==> src/mtg_pkg.sv <==
// ---------------------------------------------------------------------------
// Multitouch gesture decoder package
// Shared codes, types and register indices for the gesture decoder.
// ---------------------------------------------------------------------------
package mtg_pkg;

  localparam int CoordWidthDef = 12;

  localparam logic [4:0] EvtSync = 5'd0;
  localparam logic [4:0] EvtAbs  = 5'd3;
  localparam logic [9:0] CodeReport = 10'h000;
  localparam logic [9:0] CodeSlot   = 10'h02F;
  localparam logic [9:0] CodeTrack  = 10'h039;
  localparam logic [9:0] CodePosX   = 10'h035;
  localparam logic [9:0] CodePosY   = 10'h036;

  localparam logic [2:0] ActDown  = 3'd0;
  localparam logic [2:0] ActUp    = 3'd1;
  localparam logic [2:0] ActMove  = 3'd2;
  localparam logic [2:0] ActPdown = 3'd3;
  localparam logic [2:0] ActPup   = 3'd4;
  localparam logic [2:0] ActNone  = 3'd5;

  localparam logic [1:0] RegDispW  = 2'd0;
  localparam logic [1:0] RegDispH  = 2'd1;
  localparam logic [1:0] RegTouchW = 2'd2;
  localparam logic [1:0] RegTouchH = 2'd3;

  typedef enum logic [1:0] {
    ST_IDLE,
    ST_MUL,
    ST_DIV,
    ST_OUT
  } state_t;

endpackage

==> src/multitouch_event_to_gesture.sv <==
// ---------------------------------------------------------------------------
// Multitouch type-B event to gesture decoder
// Turns a stream of input event words into gesture record words.
// ---------------------------------------------------------------------------
// Usage: input event words arrive on the in_ channel (valid/stall); gesture
// records leave on the out_ channel. An event that needs no scaling is
// taken as soon as the input is not stalled. A position event is scaled by
// one shift-add multiplier followed by one restoring divider, both running
// on a single shared adder: 12 multiply steps, 48 divide steps and one
// write-back step, and the input stays stalled until they are done.
// The block takes no new word while a position is being scaled or while a
// finished record waits in the output register; a stalled record holds.
// A record is valid the cycle after the word that completes it, or, for a y
// position that completes a first contact, once its write-back step is done;
// it must be taken before the next word is accepted.
// The APB port (cfg_) writes the display and panel sizes and reads them back;
// write only while the block is idle. Reset (rst_n low, synchronous)
// returns the sizes to their defaults, clears the contact store to minus
// one and drops any waiting record.
// ---------------------------------------------------------------------------
module multitouch_event_to_gesture
  import mtg_pkg::*;
#(
  parameter int COORD_WIDTH = CoordWidthDef
) (
  input  logic               clk,
  input  logic               rst_n,
  input  logic               in_valid,
  output logic               in_stall,
  input  logic               in_kind,
  input  logic [4:0]         in_event_type,
  input  logic [9:0]         in_event_code,
  input  logic signed [31:0] in_event_value,
  input  logic [47:0]        in_now_ms,
  output logic               out_valid,
  input  logic               out_stall,
  output logic [2:0]         out_action,
  output logic signed [1:0]  out_action_index,
  output logic [1:0]         out_pointer_total,
  output logic signed [12:0] out_first_x,
  output logic signed [12:0] out_first_y,
  output logic signed [1:0]  out_first_slot,
  output logic signed [12:0] out_second_x,
  output logic signed [12:0] out_second_y,
  output logic signed [1:0]  out_second_slot,
  output logic signed [48:0] out_down_time_ms,
  output logic [47:0]        out_event_time_ms,
  input  logic               cfg_psel,
  input  logic               cfg_penable,
  input  logic               cfg_pwrite,
  input  logic [3:0]         cfg_paddr,
  input  logic [31:0]        cfg_pwdata,
  output logic [31:0]        cfg_prdata,
  output logic               cfg_pready
);

  localparam logic [12:0] CoordMax = 13'((1 << COORD_WIDTH) - 1);

  // Configuration registers
  logic [11:0] disp_w_r, disp_h_r;
  logic [15:0] touch_w_r, touch_h_r;

  // Contact store and packet state
  logic signed [12:0] slot_x_r [2];
  logic signed [12:0] slot_y_r [2];
  logic signed [1:0]  map_r [2];
  logic               cur_slot_r;
  logic [1:0]         count_r;
  logic signed [48:0] down_r;
  logic signed [1:0]  pidx_r;
  logic signed [1:0]  paidx_r;
  logic [2:0]         pact_r;
  logic               seen_r;

  // Scaling unit: shared adder, multiply then divide
  state_t      state_r, state_nxt;
  logic [5:0]  cnt_r;
  logic [47:0] acc_r;    // product, then quotient
  logic [31:0] mcand_r;  // raw value (non-negative)
  logic [11:0] mplier_r;
  logic [15:0] div_r;
  logic [16:0] rem_r;
  logic        is_y_r;
  logic        neg_r;
  logic        wslot_r;
  logic [47:0] now_r;

  // Output record register
  logic        ov_r;
  logic [2:0]  o_act_r;
  logic signed [1:0] o_aidx_r, o_s0_r, o_s1_r;
  logic [1:0]  o_tot_r;
  logic signed [12:0] o_x0_r, o_y0_r, o_x1_r, o_y1_r;
  logic signed [48:0] o_down_r;
  logic [47:0] o_time_r;

  logic accept;
  assign in_stall = (state_r != ST_IDLE) || ov_r;
  assign accept   = in_valid && !in_stall;

  // Configuration port
  logic [1:0] creg;
  assign creg = cfg_paddr[3:2];
  assign cfg_pready = 1'b1;
  always_comb begin
    case (creg)
      RegDispW:  cfg_prdata = {20'd0, disp_w_r};
      RegDispH:  cfg_prdata = {20'd0, disp_h_r};
      RegTouchW: cfg_prdata = {16'd0, touch_w_r};
      RegTouchH: cfg_prdata = {16'd0, touch_h_r};
      default:   cfg_prdata = 32'd0;
    endcase
  end

  always_ff @(posedge clk) begin
    if (!rst_n) begin
      disp_w_r  <= 12'd758;
      disp_h_r  <= 12'd1024;
      touch_w_r <= 16'd4095;
      touch_h_r <= 16'd4095;
    end else if (cfg_psel && cfg_penable && cfg_pwrite && cfg_paddr[1:0] == 2'd0) begin
      case (creg)
        RegDispW:  disp_w_r  <= cfg_pwdata[11:0];
        RegDispH:  disp_h_r  <= cfg_pwdata[11:0];
        RegTouchW: touch_w_r <= cfg_pwdata[15:0];
        RegTouchH: touch_h_r <= cfg_pwdata[15:0];
        default: ;
      endcase
    end
  end

  // Shared adder: multiply accumulates, divide trial-subtracts
  logic        div_step;
  logic [47:0] add_a, add_b, add_sum;
  logic [47:0] mul_sum;
  logic [16:0] trial;
  logic [16:0] rem_sh;
  assign div_step = (state_r == ST_DIV);
  assign rem_sh   = {rem_r[15:0], acc_r[47]};
  assign add_a    = div_step ? {31'd0, rem_sh} : acc_r;
  assign add_b    = div_step ? {31'd0, ~{1'b0, div_r}} :
                    (mplier_r[0] ? ({16'd0, mcand_r} << cnt_r[4:0]) : 48'd0);
  assign add_sum  = add_a + add_b + {47'd0, div_step};
  assign mul_sum  = add_sum;
  assign trial    = add_sum[16:0];

  // Clamp of the finished quotient
  logic [12:0] hi;
  logic [11:0] dsel;
  logic [12:0] scaled;
  assign dsel = is_y_r ? disp_h_r : disp_w_r;
  always_comb begin
    hi = (dsel == 12'd0) ? 13'd0 : {1'b0, dsel} - 13'd1;
    if (hi > CoordMax) hi = CoordMax;
    if (neg_r) scaled = 13'd0;
    else if (acc_r > {35'd0, hi}) scaled = hi;
    else scaled = acc_r[12:0];
  end

  // Next state of the sequencer
  logic start_scale;
  always_comb begin
    state_nxt = state_r;
    case (state_r)
      ST_IDLE: if (start_scale) state_nxt = ST_MUL;
      ST_MUL:  if (cnt_r == 6'd11) state_nxt = ST_DIV;
      ST_DIV:  if (cnt_r == 6'd47) state_nxt = ST_OUT;
      ST_OUT:  state_nxt = ST_IDLE;
      default: state_nxt = ST_IDLE;
    endcase
  end

  // Decode of the accepted word
  logic is_evt, is_abs, is_sync, is_pos, is_x;
  assign is_evt  = !in_kind;
  assign is_sync = is_evt && in_event_type == EvtSync && in_event_code == CodeReport
                   && in_event_value == 32'sd0;
  assign is_abs  = is_evt && in_event_type == EvtAbs;
  assign is_pos  = is_abs && (in_event_code == CodePosX || in_event_code == CodePosY);
  assign is_x    = in_event_code == CodePosX;
  assign start_scale = accept && is_pos;

  // Event processing: packet state updates and record emission
  always_ff @(posedge clk) begin : proc_main
    logic signed [1:0] pi, pai, s0, s1;
    logic [1:0] cc, tot;
    logic [2:0] act;
    logic sl, seen, emit, fin;
    if (!rst_n) begin
      state_r <= ST_IDLE;
      cnt_r   <= 6'd0;
      for (int i = 0; i < 2; i++) begin
        slot_x_r[i] <= -13'sd1;
        slot_y_r[i] <= -13'sd1;
        map_r[i]    <= -2'sd1;
      end
      cur_slot_r <= 1'b0;
      count_r    <= 2'd0;
      down_r     <= -49'sd1;
      pidx_r     <= -2'sd1;
      paidx_r    <= -2'sd1;
      pact_r     <= ActNone;
      seen_r     <= 1'b0;
      ov_r       <= 1'b0;
    end else begin
      state_r <= state_nxt;
      if (ov_r && !out_stall) ov_r <= 1'b0;
      pi = pidx_r; pai = paidx_r; cc = count_r; act = pact_r; sl = cur_slot_r;
      seen = seen_r;
      fin = 1'b0;
      if (accept) begin
        now_r <= in_now_ms;
        if (!is_evt || is_sync) fin = 1'b1;
        if (is_abs) begin
          seen = 1'b1;
          if (in_event_code == CodeSlot) begin
            if (in_event_value == 32'sd0 || in_event_value == 32'sd1)
              cur_slot_r <= in_event_value[0];
          end else if (in_event_code == CodeTrack && in_event_value >= -32'sd1) begin
            if (pi < 2'sd1) pi = pi + 2'sd1;
            map_r[pi[0]] <= {1'b0, sl};
            pai = pi;
            if (in_event_value >= 0) begin
              if (cc < 2'd2) cc = cc + 2'd1;
              if (cc == 2'd1) begin
                act = ActDown;
                down_r <= {1'b0, in_now_ms};
              end else act = ActPdown;
            end else begin
              if (cc > 2'd0) cc = cc - 2'd1;
              if (cc == 2'd1) begin
                act = ActPup;
                fin = 1'b1;
              end else act = ActUp;
            end
            count_r <= cc;
          end else if (is_pos) begin
            if (pi < 2'sd0 || map_r[pi[0]] != {1'b0, sl}) begin
              if (pi < 2'sd1) pi = pi + 2'sd1;
              map_r[pi[0]] <= {1'b0, sl};
            end
            if (pai < 2'sd0) pai = pi;
            if (act == ActNone) act = ActMove;
            // Load the scaling unit
            is_y_r  <= !is_x;
            wslot_r <= sl;
            neg_r   <= in_event_value[31];
            mcand_r <= in_event_value[31] ? 32'd0 : in_event_value;
            mplier_r <= is_x ? disp_w_r : disp_h_r;
            div_r   <= is_x ? ((touch_w_r == 16'd0) ? 16'd1 : touch_w_r)
                            : ((touch_h_r == 16'd0) ? 16'd1 : touch_h_r);
            acc_r   <= 48'd0;
            cnt_r   <= 6'd0;
          end
        end
      end
      // Scaling iterations
      case (state_r)
        ST_MUL: begin
          acc_r    <= mul_sum;
          mplier_r <= mplier_r >> 1;
          cnt_r    <= (cnt_r == 6'd11) ? 6'd0 : cnt_r + 6'd1;
          rem_r    <= 17'd0;
        end
        ST_DIV: begin
          cnt_r <= cnt_r + 6'd1;
          if (!trial[16]) begin
            rem_r <= trial;
            acc_r <= {acc_r[46:0], 1'b1};
          end else begin
            rem_r <= rem_sh;
            acc_r <= {acc_r[46:0], 1'b0};
          end
        end
        ST_OUT: begin
          if (is_y_r) slot_y_r[wslot_r] <= scaled;
          else slot_x_r[wslot_r] <= scaled;
          if (is_y_r && act == ActDown) fin = 1'b1;
        end
        default: ;
      endcase
      // Packet end: build the record
      if (fin) begin
        emit = seen;
        tot = 2'(pi + 2'sd1);
        s0 = (tot >= 2'd1) ? ((pi[0] == 1'b0 && pi >= 0) ? {1'b0, sl} : map_r[0]) : -2'sd1;
        s1 = (tot >= 2'd2) ? ((pi == 2'sd1) ? {1'b0, sl} : map_r[1]) : -2'sd1;
        // Map entries written this cycle are only for the current index
        if (!(accept && in_event_code == CodeTrack && is_abs)) begin
          s0 = (tot >= 2'd1) ? map_r[0] : -2'sd1;
          s1 = (tot >= 2'd2) ? map_r[1] : -2'sd1;
        end
        if (pi == 2'sd0 && (cc == 2'd2 || act == ActPup)) begin
          s1 = {1'b0, ~s0[0]};
          tot = 2'd2;
        end
        if (emit) begin
          ov_r     <= 1'b1;
          o_act_r  <= act;
          o_aidx_r <= pai;
          o_tot_r  <= tot;
          o_s0_r   <= s0;
          o_s1_r   <= s1;
          o_x0_r   <= (s0 < 0) ? -13'sd1 : slot_x_r[s0[0]];
          o_y0_r   <= (s0 < 0) ? -13'sd1 :
                      ((state_r == ST_OUT && s0[0] == wslot_r) ? scaled : slot_y_r[s0[0]]);
          o_x1_r   <= (s1 < 0) ? -13'sd1 : slot_x_r[s1[0]];
          o_y1_r   <= (s1 < 0) ? -13'sd1 :
                      ((state_r == ST_OUT && s1[0] == wslot_r) ? scaled : slot_y_r[s1[0]]);
          o_down_r <= down_r;
          o_time_r <= accept ? in_now_ms : now_r;
          if (act == ActUp) begin
            cur_slot_r <= 1'b0;
            count_r    <= 2'd0;
          end
        end
        pi   = -2'sd1;
        pai  = -2'sd1;
        act  = ActNone;
        seen = 1'b0;
      end
      // Packet state for the next word
      pidx_r  <= pi;
      paidx_r <= pai;
      pact_r  <= act;
      seen_r  <= seen;
    end
  end

  // Output ports
  assign out_valid         = ov_r;
  assign out_action        = o_act_r;
  assign out_action_index  = o_aidx_r;
  assign out_pointer_total = o_tot_r;
  assign out_first_x       = o_x0_r;
  assign out_first_y       = o_y0_r;
  assign out_first_slot    = o_s0_r;
  assign out_second_x      = o_x1_r;
  assign out_second_y      = o_y1_r;
  assign out_second_slot   = o_s1_r;
  assign out_down_time_ms  = o_down_r;
  assign out_event_time_ms = o_time_r;

endmodule

==> config.mk <==
export PLATFORM = sky130hd
export DESIGN_NAME = multitouch_event_to_gesture
export DESIGN_NICKNAME = d
export VERILOG_FILES = /design/src/mtg_pkg.sv /design/src/multitouch_event_to_gesture.sv
export SDC_FILE = /design/constraint.sdc
export NUM_CORES = 1
export LEC_CHECK = 0
export BUFFER_PORTS_ARGS = -buffer_cell sky130_fd_sc_hd__buf_2
export CORE_AREA = 2 2 352 180
export CTS_BUF_LIST = sky130_fd_sc_hd__clkbuf_4 sky130_fd_sc_hd__clkbuf_8
export DETAILED_ROUTE_END_ITERATION = 10
export DIE_AREA = 0 0 354 182
export HOLD_SLACK_MARGIN = 0.06
export PLACE_DENSITY = 0.65
export SLEW_MARGIN = 20
export SYNTH_ARGS = -nofsm -noshare
export SYNTH_HDL_FRONTEND = slang
export SYNTH_SLANG_ARGS = --single-unit
==> constraint.sdc <==
create_clock -name clk -period 16.44 [get_ports clk]
set_input_delay 3.288 -clock clk [delete_from_list [all_inputs] [get_ports clk]]
set_output_delay 3.288 -clock clk [all_outputs]
set_load 0.05 [all_outputs]
==> results of run 1 <==
[final timing paths]
kind	start	endpoint	slack [ps]	depth (start not counted)
max reg2reg	cnt_r[3]$_SDFFE_PN0P_	acc_r[46]$_DFFE_PP_	10080	16
min reg2reg	down_r[27]$_SDFFE_PN1P_	out_down_time_ms[27]$_DFFE_PP_	420	0
max	in_event_code[9]	out_second_y[1]$_SDFFCE_PP1P_	7740	16
min	down_r[27]$_SDFFE_PN1P_	out_down_time_ms[27]$_DFFE_PP_	420	0
[flip-flops by register name (all words and copies together) (netlist names), 3 cells and up, named ones only]
register,count
down_r,49
out_second_y,13
disp_w_r,12
rem_r,16
slot_y_r,26
pact_r,3
touch_w_r,16
disp_h_r,12
out_second_x,13
div_r,16
cnt_r,6
now_r,48
out_event_time_ms,48
out_action,3
slot_x_r,26
mcand_r,31
out_first_y,13
acc_r,48
touch_h_r,16
map_r,4
out_first_x,13
mplier_r,12
out_down_time_ms,49
[power breakdown]
group	internal, mW	total, mW	switching [mW]
combinational	0.0323	0.0936	0.0614
clock	0.609	1.14	0.528
sequential	1.40	1.41	0.00351
[cell families after synthesis]
group	Yosys count	synth area share, %
adder cells (fa/ha/maj)	75	3.495
AND/OR/NAND/NOR	1044	17.82
multiplexers	274	12.04
other	2	0.02753
buffers and inverters	207	3.192
XOR/XNOR	60	1.927
AO/OA/AOI/OAI	394	9.390
flip-flops	516	52.11
[worst max-delay path: stages]
cell and delay [ps]:
buf_2 90, or4_4 590, nor4_2 580, nor3b_2 470
nand2_1 80, o21ai_0 550, ha_1 340, nand3_1 190
mux2_2 330, buf_4 270, or3_1 440, o211ai_4 160
buf_4 470, mux2i_4 800, mux2i_1 180, or2_1 240
[cells in the mapped netlist, types with 73 or more instances]
| master | n | area share, % |
|---|---|---|
| o21ai_0 | 104 | 1.9 |
| nand3_1 | 120 | 2.2 |
| nor2b_1 | 114 | 2.6 |
| nor2_1 | 140 | 1.9 |
| mux2_2 | 103 | 4.3 |
| a21oi_1 | 74 | 1.4 |
| clkbuf_1 | 126 | 1.7 |
| nand2_1 | 486 | 6.7 |
| edfxtp_1 | 388 | 43 |
| mux2i_1 | 130 | 4.8 |
| dfxtp_1 | 128 | 9.4 |
| ha_1 | 73 | 3.3 |
[per-stage QoR]
| stage | hold slack (ps) | worst slack, ps |
|---|---|---|
| finish | 424.0 | 7740 |
| CTS | 427.9 | 7875 |
| floorplan | 408.1 | 4251 |
| global placement | 410.9 | 7367 |
| detailed placement | 413.0 | 7172 |
| global route | 433.3 | 7512 |
[area by class of cell]
class,count,area [µm²],share of cell area [%]
clock inverter,24,265.3,0.8494
multi-input combinational,1865,12350,39.54
antenna,9,22.52,0.07212
timing repair buffer,334,1763,5.645
clock buffer,113,1380,4.419
tap,837,1047,3.353
sequential,516,14210,45.51
inverter,50,187.7,0.6010
[layer usage]
metal  vias up  routed length [µm]  global-route usage (%)
met4         4                1744                   6.525
met1     10230               37290                   36.93
met5         -                  27                       0
met3       121                8128                   7.447
li1       9861                   -                       -
met2       944               31410                   31.54
==> impl_results.md, run 1 <==
- Outcome: complete, no violations
- Power per standard cell area: between 80 and 90 mW/mm²
- Synth warn: 0
- Max Root-Sink Buffers: 3
- DP Wirelength: 56.53 mm
- Cell area after layout: 0.03123 mm²
- Startpoint Class: primary input
- Antenna-violating nets left: 0
- Synth-to-Final Area Change: 14.49%
- Clk_skew: 39.62 ps
- Worst setup EP type: flop
- Setup violators final: 0
- Utilization after layout: approximately 51%
- Main synth FF type: edfxtp_1
- Reg clk slew, reported paths: 70 ps
- Setup Fix Bufs, Post-CTS: 0
- First-pass GRT wire length: 119.4 mm
- Clock sink count: 516
- Non-Filler Instances: 3,748
- Post-Route WL: between 70 and 80 mm
- CP max FO: 30
- EDFF count, synth: between 300 and 400
- Syn_area_per_cell: between 10 and 15 µm²
- Total negative slack: 0 ps
- Wire length per cell: ~21 µm
- Number of global-route vias before repair: between 15,000 and 20,000
- Remaining Overflow, GRT: 0
- Final #Nets: around 3,000
- Starting density of the core: between 40% and 50%
- Worst Hold Class: reg -> reg
- Count of final max-slew check failures: 0
- TritonCTS clock tree: built
- Synthesized instance count: approximately 2,600
- MaxCap Viol Count: 0
- DRC: 0
- Initial antenna violation count: 10
- Netlist Area Pre-Place: between 0.02 and 0.03 mm²
- Pwr Total: approximately 2.6 mW
- RSZ-0062 raised after global routing: no
- Total GRT Usage: a little under a quarter
- Final hold viol count: 0
- Fmax: ~110 MHz
- Sequential area share after synthesis: roughly 52%
- Core ar.: about 0.062 mm²
- Cells after DPL: between 3,000 and 4,000
- Setup CP Type: in -> reg
- Tcrit/Tclk final: a little over half
- I/O pins: between 300 and 400
- Initial DRT Pass Iterations: 5
- H-Tree Depth: 3
- Leakage: around 12 nW
- RePlAce Congestion: about 0.94
- Dpl cell area: about 0.03 mm²
- Hold Buf Count CTS: 0
- Layout cells sized above 1: between 20 and 25%
- Most frequent cells in the layout: nand2_1 (485), edfxtp_1 (388), buf_2 (299), nor2_1 (136), mux2i_1 (130)
- Die H: approximately 180 µm
- Die area: roughly 0.064 mm²
- Layout fillers: between 5,000 and 6,000
- Worst-Margin Slew: 1101 ps
- Largest net degree at the start of global routing: 99
- Most common cell after layout, fill and taps aside: nand2_1
- Worst skew pair latency: about 670 ps
- Critical path required time: 16,840 ps
- DIE WIDTH: ~350 µm
- Critical Path AT: 9100 ps
- Post-synth cell types: 86
- Asr flop ratio synth: 0%
- Synthesis-stage register bit count: between 500 and 600
- FP Rows: 65
- Routed vias: 21,160
- Slew headroom: about a quarter
- Buffers added on ports: 300
- Worst vdd ir: approximately 0.088 mV
- Post-CTS sizing: 0
- Avg Vias per Cell: roughly 5.6
- CTS buffer count: slightly below 80
- Tmin final: 8700 ps
- Root Buffer: clkbuf_8
- 1st-iter DRT viols: roughly 2,000
No activity file was read; power rests on OpenSTA's default activity.
==> run 2, diff against run 1 <==
--- a/config.mk
+++ b/config.mk
@@ -11,7 +11,7 @@
 export DETAILED_ROUTE_END_ITERATION = 10
 export DIE_AREA = 0 0 354 182
 export HOLD_SLACK_MARGIN = 0.06
-export PLACE_DENSITY = 0.65
+export PLACE_DENSITY = 0.63
 export SLEW_MARGIN = 20
 export SYNTH_ARGS = -nofsm -noshare
 export SYNTH_HDL_FRONTEND = slang
==> constraint.sdc (replaced) <==
create_clock -name clk -period 8.5 [get_ports clk]
set_input_delay 1.7 -clock clk [delete_from_list [all_inputs] [get_ports clk]]
set_output_delay 1.7 -clock clk [all_outputs]
set_load 0.05 [all_outputs]
==> run 2 against run 1 <==
Clock skew up 24 ps. Utilization rose by 0.067 points. Global-route usage is 0.51 points higher. Cell count hardly changed. Sequential share of layout area fell by 0.060 points. Sequential power up 93%. Register-to-register slack got worse by 8400 ps. Via count grew 0.78%. Power grew 95%. Count of clock-buffer cells in the layout stayed put. Clock power rose by 97%. Wire length is 2.0% higher.
==> impl_results.md, run 2 (synthesis results as in run 1) <==
- Comb power frac: 3.5% (was 3.6%)
- Power per standard cell area: 164.7 mW/mm² (was 84.42 mW/mm²)
- Tcrit/Tclk final: between 80% and 90%
- Root Buffer: clkbuf_8 (unchanged)
- Number of global-route vias before repair: 20,010 (was 19,960)
- Die H: 182 µm (unchanged)
- Initial DRT Pass Iterations: 6 (was 5)
- Worst skew pair latency: 680 ps (was 670 ps)
- Most common cell after layout, fill and taps aside: nand2_1 (unchanged)
- Worst Path Buf+Inv: 2 (was 3)
- Fmax: ~150 MHz
- Worst path cell trace: buf_4, mux2i_1, mux2i_1, nand2_1, mux2_2, o22ai_1, ha_1, a2111oi_0, o21ai_0, o21ai_0, o21ai_0, buf_4, a2111oi_0, o21bai_1, a21oi_1, o21bai_1, xnor2_1, o21ai_0 (was buf_2, or4_4, nor4_2, nor3b_2, nand2_1, o21ai_0, ha_1, nand3_1, mux2_2, buf_4, or3_1, o211ai_4, buf_4, mux2i_4, mux2i_1, or2_1)
- Setup CP Type: reg -> reg (was in -> reg)
- Pwr Total: 5.152 mW (was 2.636 mW)
- Synth-to-Final Area Change: 14.64% (was 14.49%)
- Leakage: 12.15 nW (was 12.13 nW)
- CP max stage delay: 980 ps (was 800 ps)
- DIE WIDTH: 354 µm (unchanged)
- Worst vdd ir: 0.1289 mV (was 0.08815 mV)
- Critical path required time: 8890 ps (was 16,840 ps)
- Largest net degree at the start of global routing: 161 (was 99)
- Tmin final: approximately 6900 ps
- Final hold viol count: 0 (unchanged)
- Layout cells sized above 1: 22.13% (was 22.16%)
- Cell area after layout: 0.03127 mm² (was 0.03123 mm²)
- Core ar.: 0.06181 mm² (unchanged)
- CP max FO: 24 (was 30)
- TritonCTS clock tree: built (unchanged)
- Remaining Overflow, GRT: 0 (unchanged)
- Sw frac: 22.62% (was 22.47%)
- DRC: 0 (unchanged)
- Post-CTS sizing: 0 (unchanged)
- CTS buffer count: 77 (unchanged)
- Hold Buf Count CTS: 0 (unchanged)
- H-Tree Depth: 3 (unchanged)
- Reg clk slew, reported paths: 70 ps (about the same)
- Wire length per cell: 21.38 µm (was 20.97 µm)
- MaxCap Viol Count: 0 (unchanged)
- Delay-heaviest family, CP: compound AO/OA/AOI/OAI gates (was simple AND/OR/NAND/NOR gates)
- Most frequent cells in the layout: nand2_1 (486), edfxtp_1 (388), buf_2 (299), nor2_1 (137), mux2i_1 (130) (was nand2_1 (485), edfxtp_1 (388), buf_2 (299), nor2_1 (136), mux2i_1 (130))
- FP Rows: 65 (unchanged)
- Initial antenna violation count: 8 (was 10)
- Critical Path AT: 7260 ps (was 9100 ps)
- Final #Nets: 3,059 (was 3,058)
- I/O pins: 334 (unchanged)
- Die area: 0.06443 mm² (unchanged)
- Utilization after layout: 50.59% (was 50.52%)
- Starting density of the core: 44.13% (unchanged)
- First-pass GRT wire length: 121.8 mm (was 119.4 mm)
- DP Wirelength: 57.70 mm (was 56.53 mm)
- RSZ-0062 raised after global routing: no (unchanged)
- Slew headroom: 21.91% (was 25.81%)
- GRT met1 Usage: 39.57% (was 36.93%)
- Worst setup EP type: flop (unchanged)
- Clock sink count: 516 (unchanged)
- Met2 usage: 31.86% (was 31.54%)
- Net Sw Power: 1.166 mW (was 0.5925 mW)
- Int Pwr: 3.986 mW (was 2.044 mW)
- Setup Fix Bufs, Post-CTS: 0 (unchanged)
- Global Route met3 Usage: 6.352% (was 7.447%)
- RePlAce Congestion: 0.9777 (was 0.9433)
- Setup violators final: 0 (unchanged)
- 1st-iter DRT viols: 2,263 (was 2,039)
- Highest-delay cell along the critical path: dfxtp_1 (was mux2i_4)
- Worst Hold Class: reg -> reg (unchanged)
- Count of final max-slew check failures: 0 (unchanged)
- Clk_skew: 63.44 ps (was 39.62 ps)
- Global route hottest layer: met1 (unchanged)
- Cell mode on critical path: o21ai_0 (was buf_4)
- Post-Route WL: 80.19 mm (was 78.60 mm)
- Avg Vias per Cell: 5.688 (was 5.647)
- Pre-CTS WS: 1682 ps (was 7172 ps)
- Max Root-Sink Buffers: 3 (unchanged)
- Total GRT Usage: 24.39% (was 23.88%)
- Clk network pwr share: 43.7% (was 43.1%)
- Dpl cell area: 0.02955 mm² (was 0.02954 mm²)
- Outcome: complete, no violations (unchanged)
- Worst-Margin Slew: 1142 ps (was 1101 ps)
- Crit path setup slack, layout: 1632 ps (was 7740 ps)
- Buffers added on ports: 300 (unchanged)
- Routed vias: 21,330 (was 21,160)
- Sequential share of power: 52.8% (was 53.3%)
- Startpoint Class: flop (was primary input)
- Total negative slack: 0 ps (unchanged)
- Antenna-violating nets left: 0 (unchanged)
## run 2: stage by stage
stage	instances	hold WS (ps)
6_report	3750	415.4
3_5_place_dp	3602	414.7
3_3_place_gp	3602	412.7
5_1_grt	3748	426.3
4_1_cts	3742	412.2
2_1_floorplan	2588	408.1
## run 2: power by group through the flow
stage	Clock (mW)	Sequential [mW]	Combinational (mW)
6_report	2.25	2.72	0.182
5_1_grt	2.40	2.72	0.195
4_1_cts	2.29	2.72	0.181
3_5_place_dp	0	2.77	0.180
3_3_place_gp	0	2.77	0.175
2_1_floorplan	0	2.77	0.110
## run 2: final cells by class
cell class                      count  area (µm²)
Tap cell                          837        1047
Antenna cell                        7       17.52
Fill cell                        5620       30540
Timing Repair Buffer              335        1783
Inverter                           50       187.7
Clock buffer                      113        1380
Clock inverter                     27       299.0
Multi-Input combinational cell   1865       12340
Sequential cell                   516       14210
## run 2: layer usage
| metal | wire length (µm) | part of all wire (%) |
|---|---|---|
| met1 | 39650 | 49 |
| met2 | 31830 | 40 |
| met3 | 7546 | 9.4 |
| met4 | 1161 | 1.4 |
| met5 | 7 | 0.0087 |
## run 2: final timing paths
check	start	endpoint	slack, ps	depth (start not counted)
setup / recovery	cnt_r[1]$_SDFFE_PN0P_	acc_r[40]$_DFFE_PP_	1630	18
hold reg to reg	down_r[27]$_SDFFE_PN1P_	out_down_time_ms[27]$_DFFE_PP_	420	0
setup reg to reg	cnt_r[1]$_SDFFE_PN0P_	acc_r[40]$_DFFE_PP_	1630	18
hold / removal	down_r[27]$_SDFFE_PN1P_	out_down_time_ms[27]$_DFFE_PP_	420	0
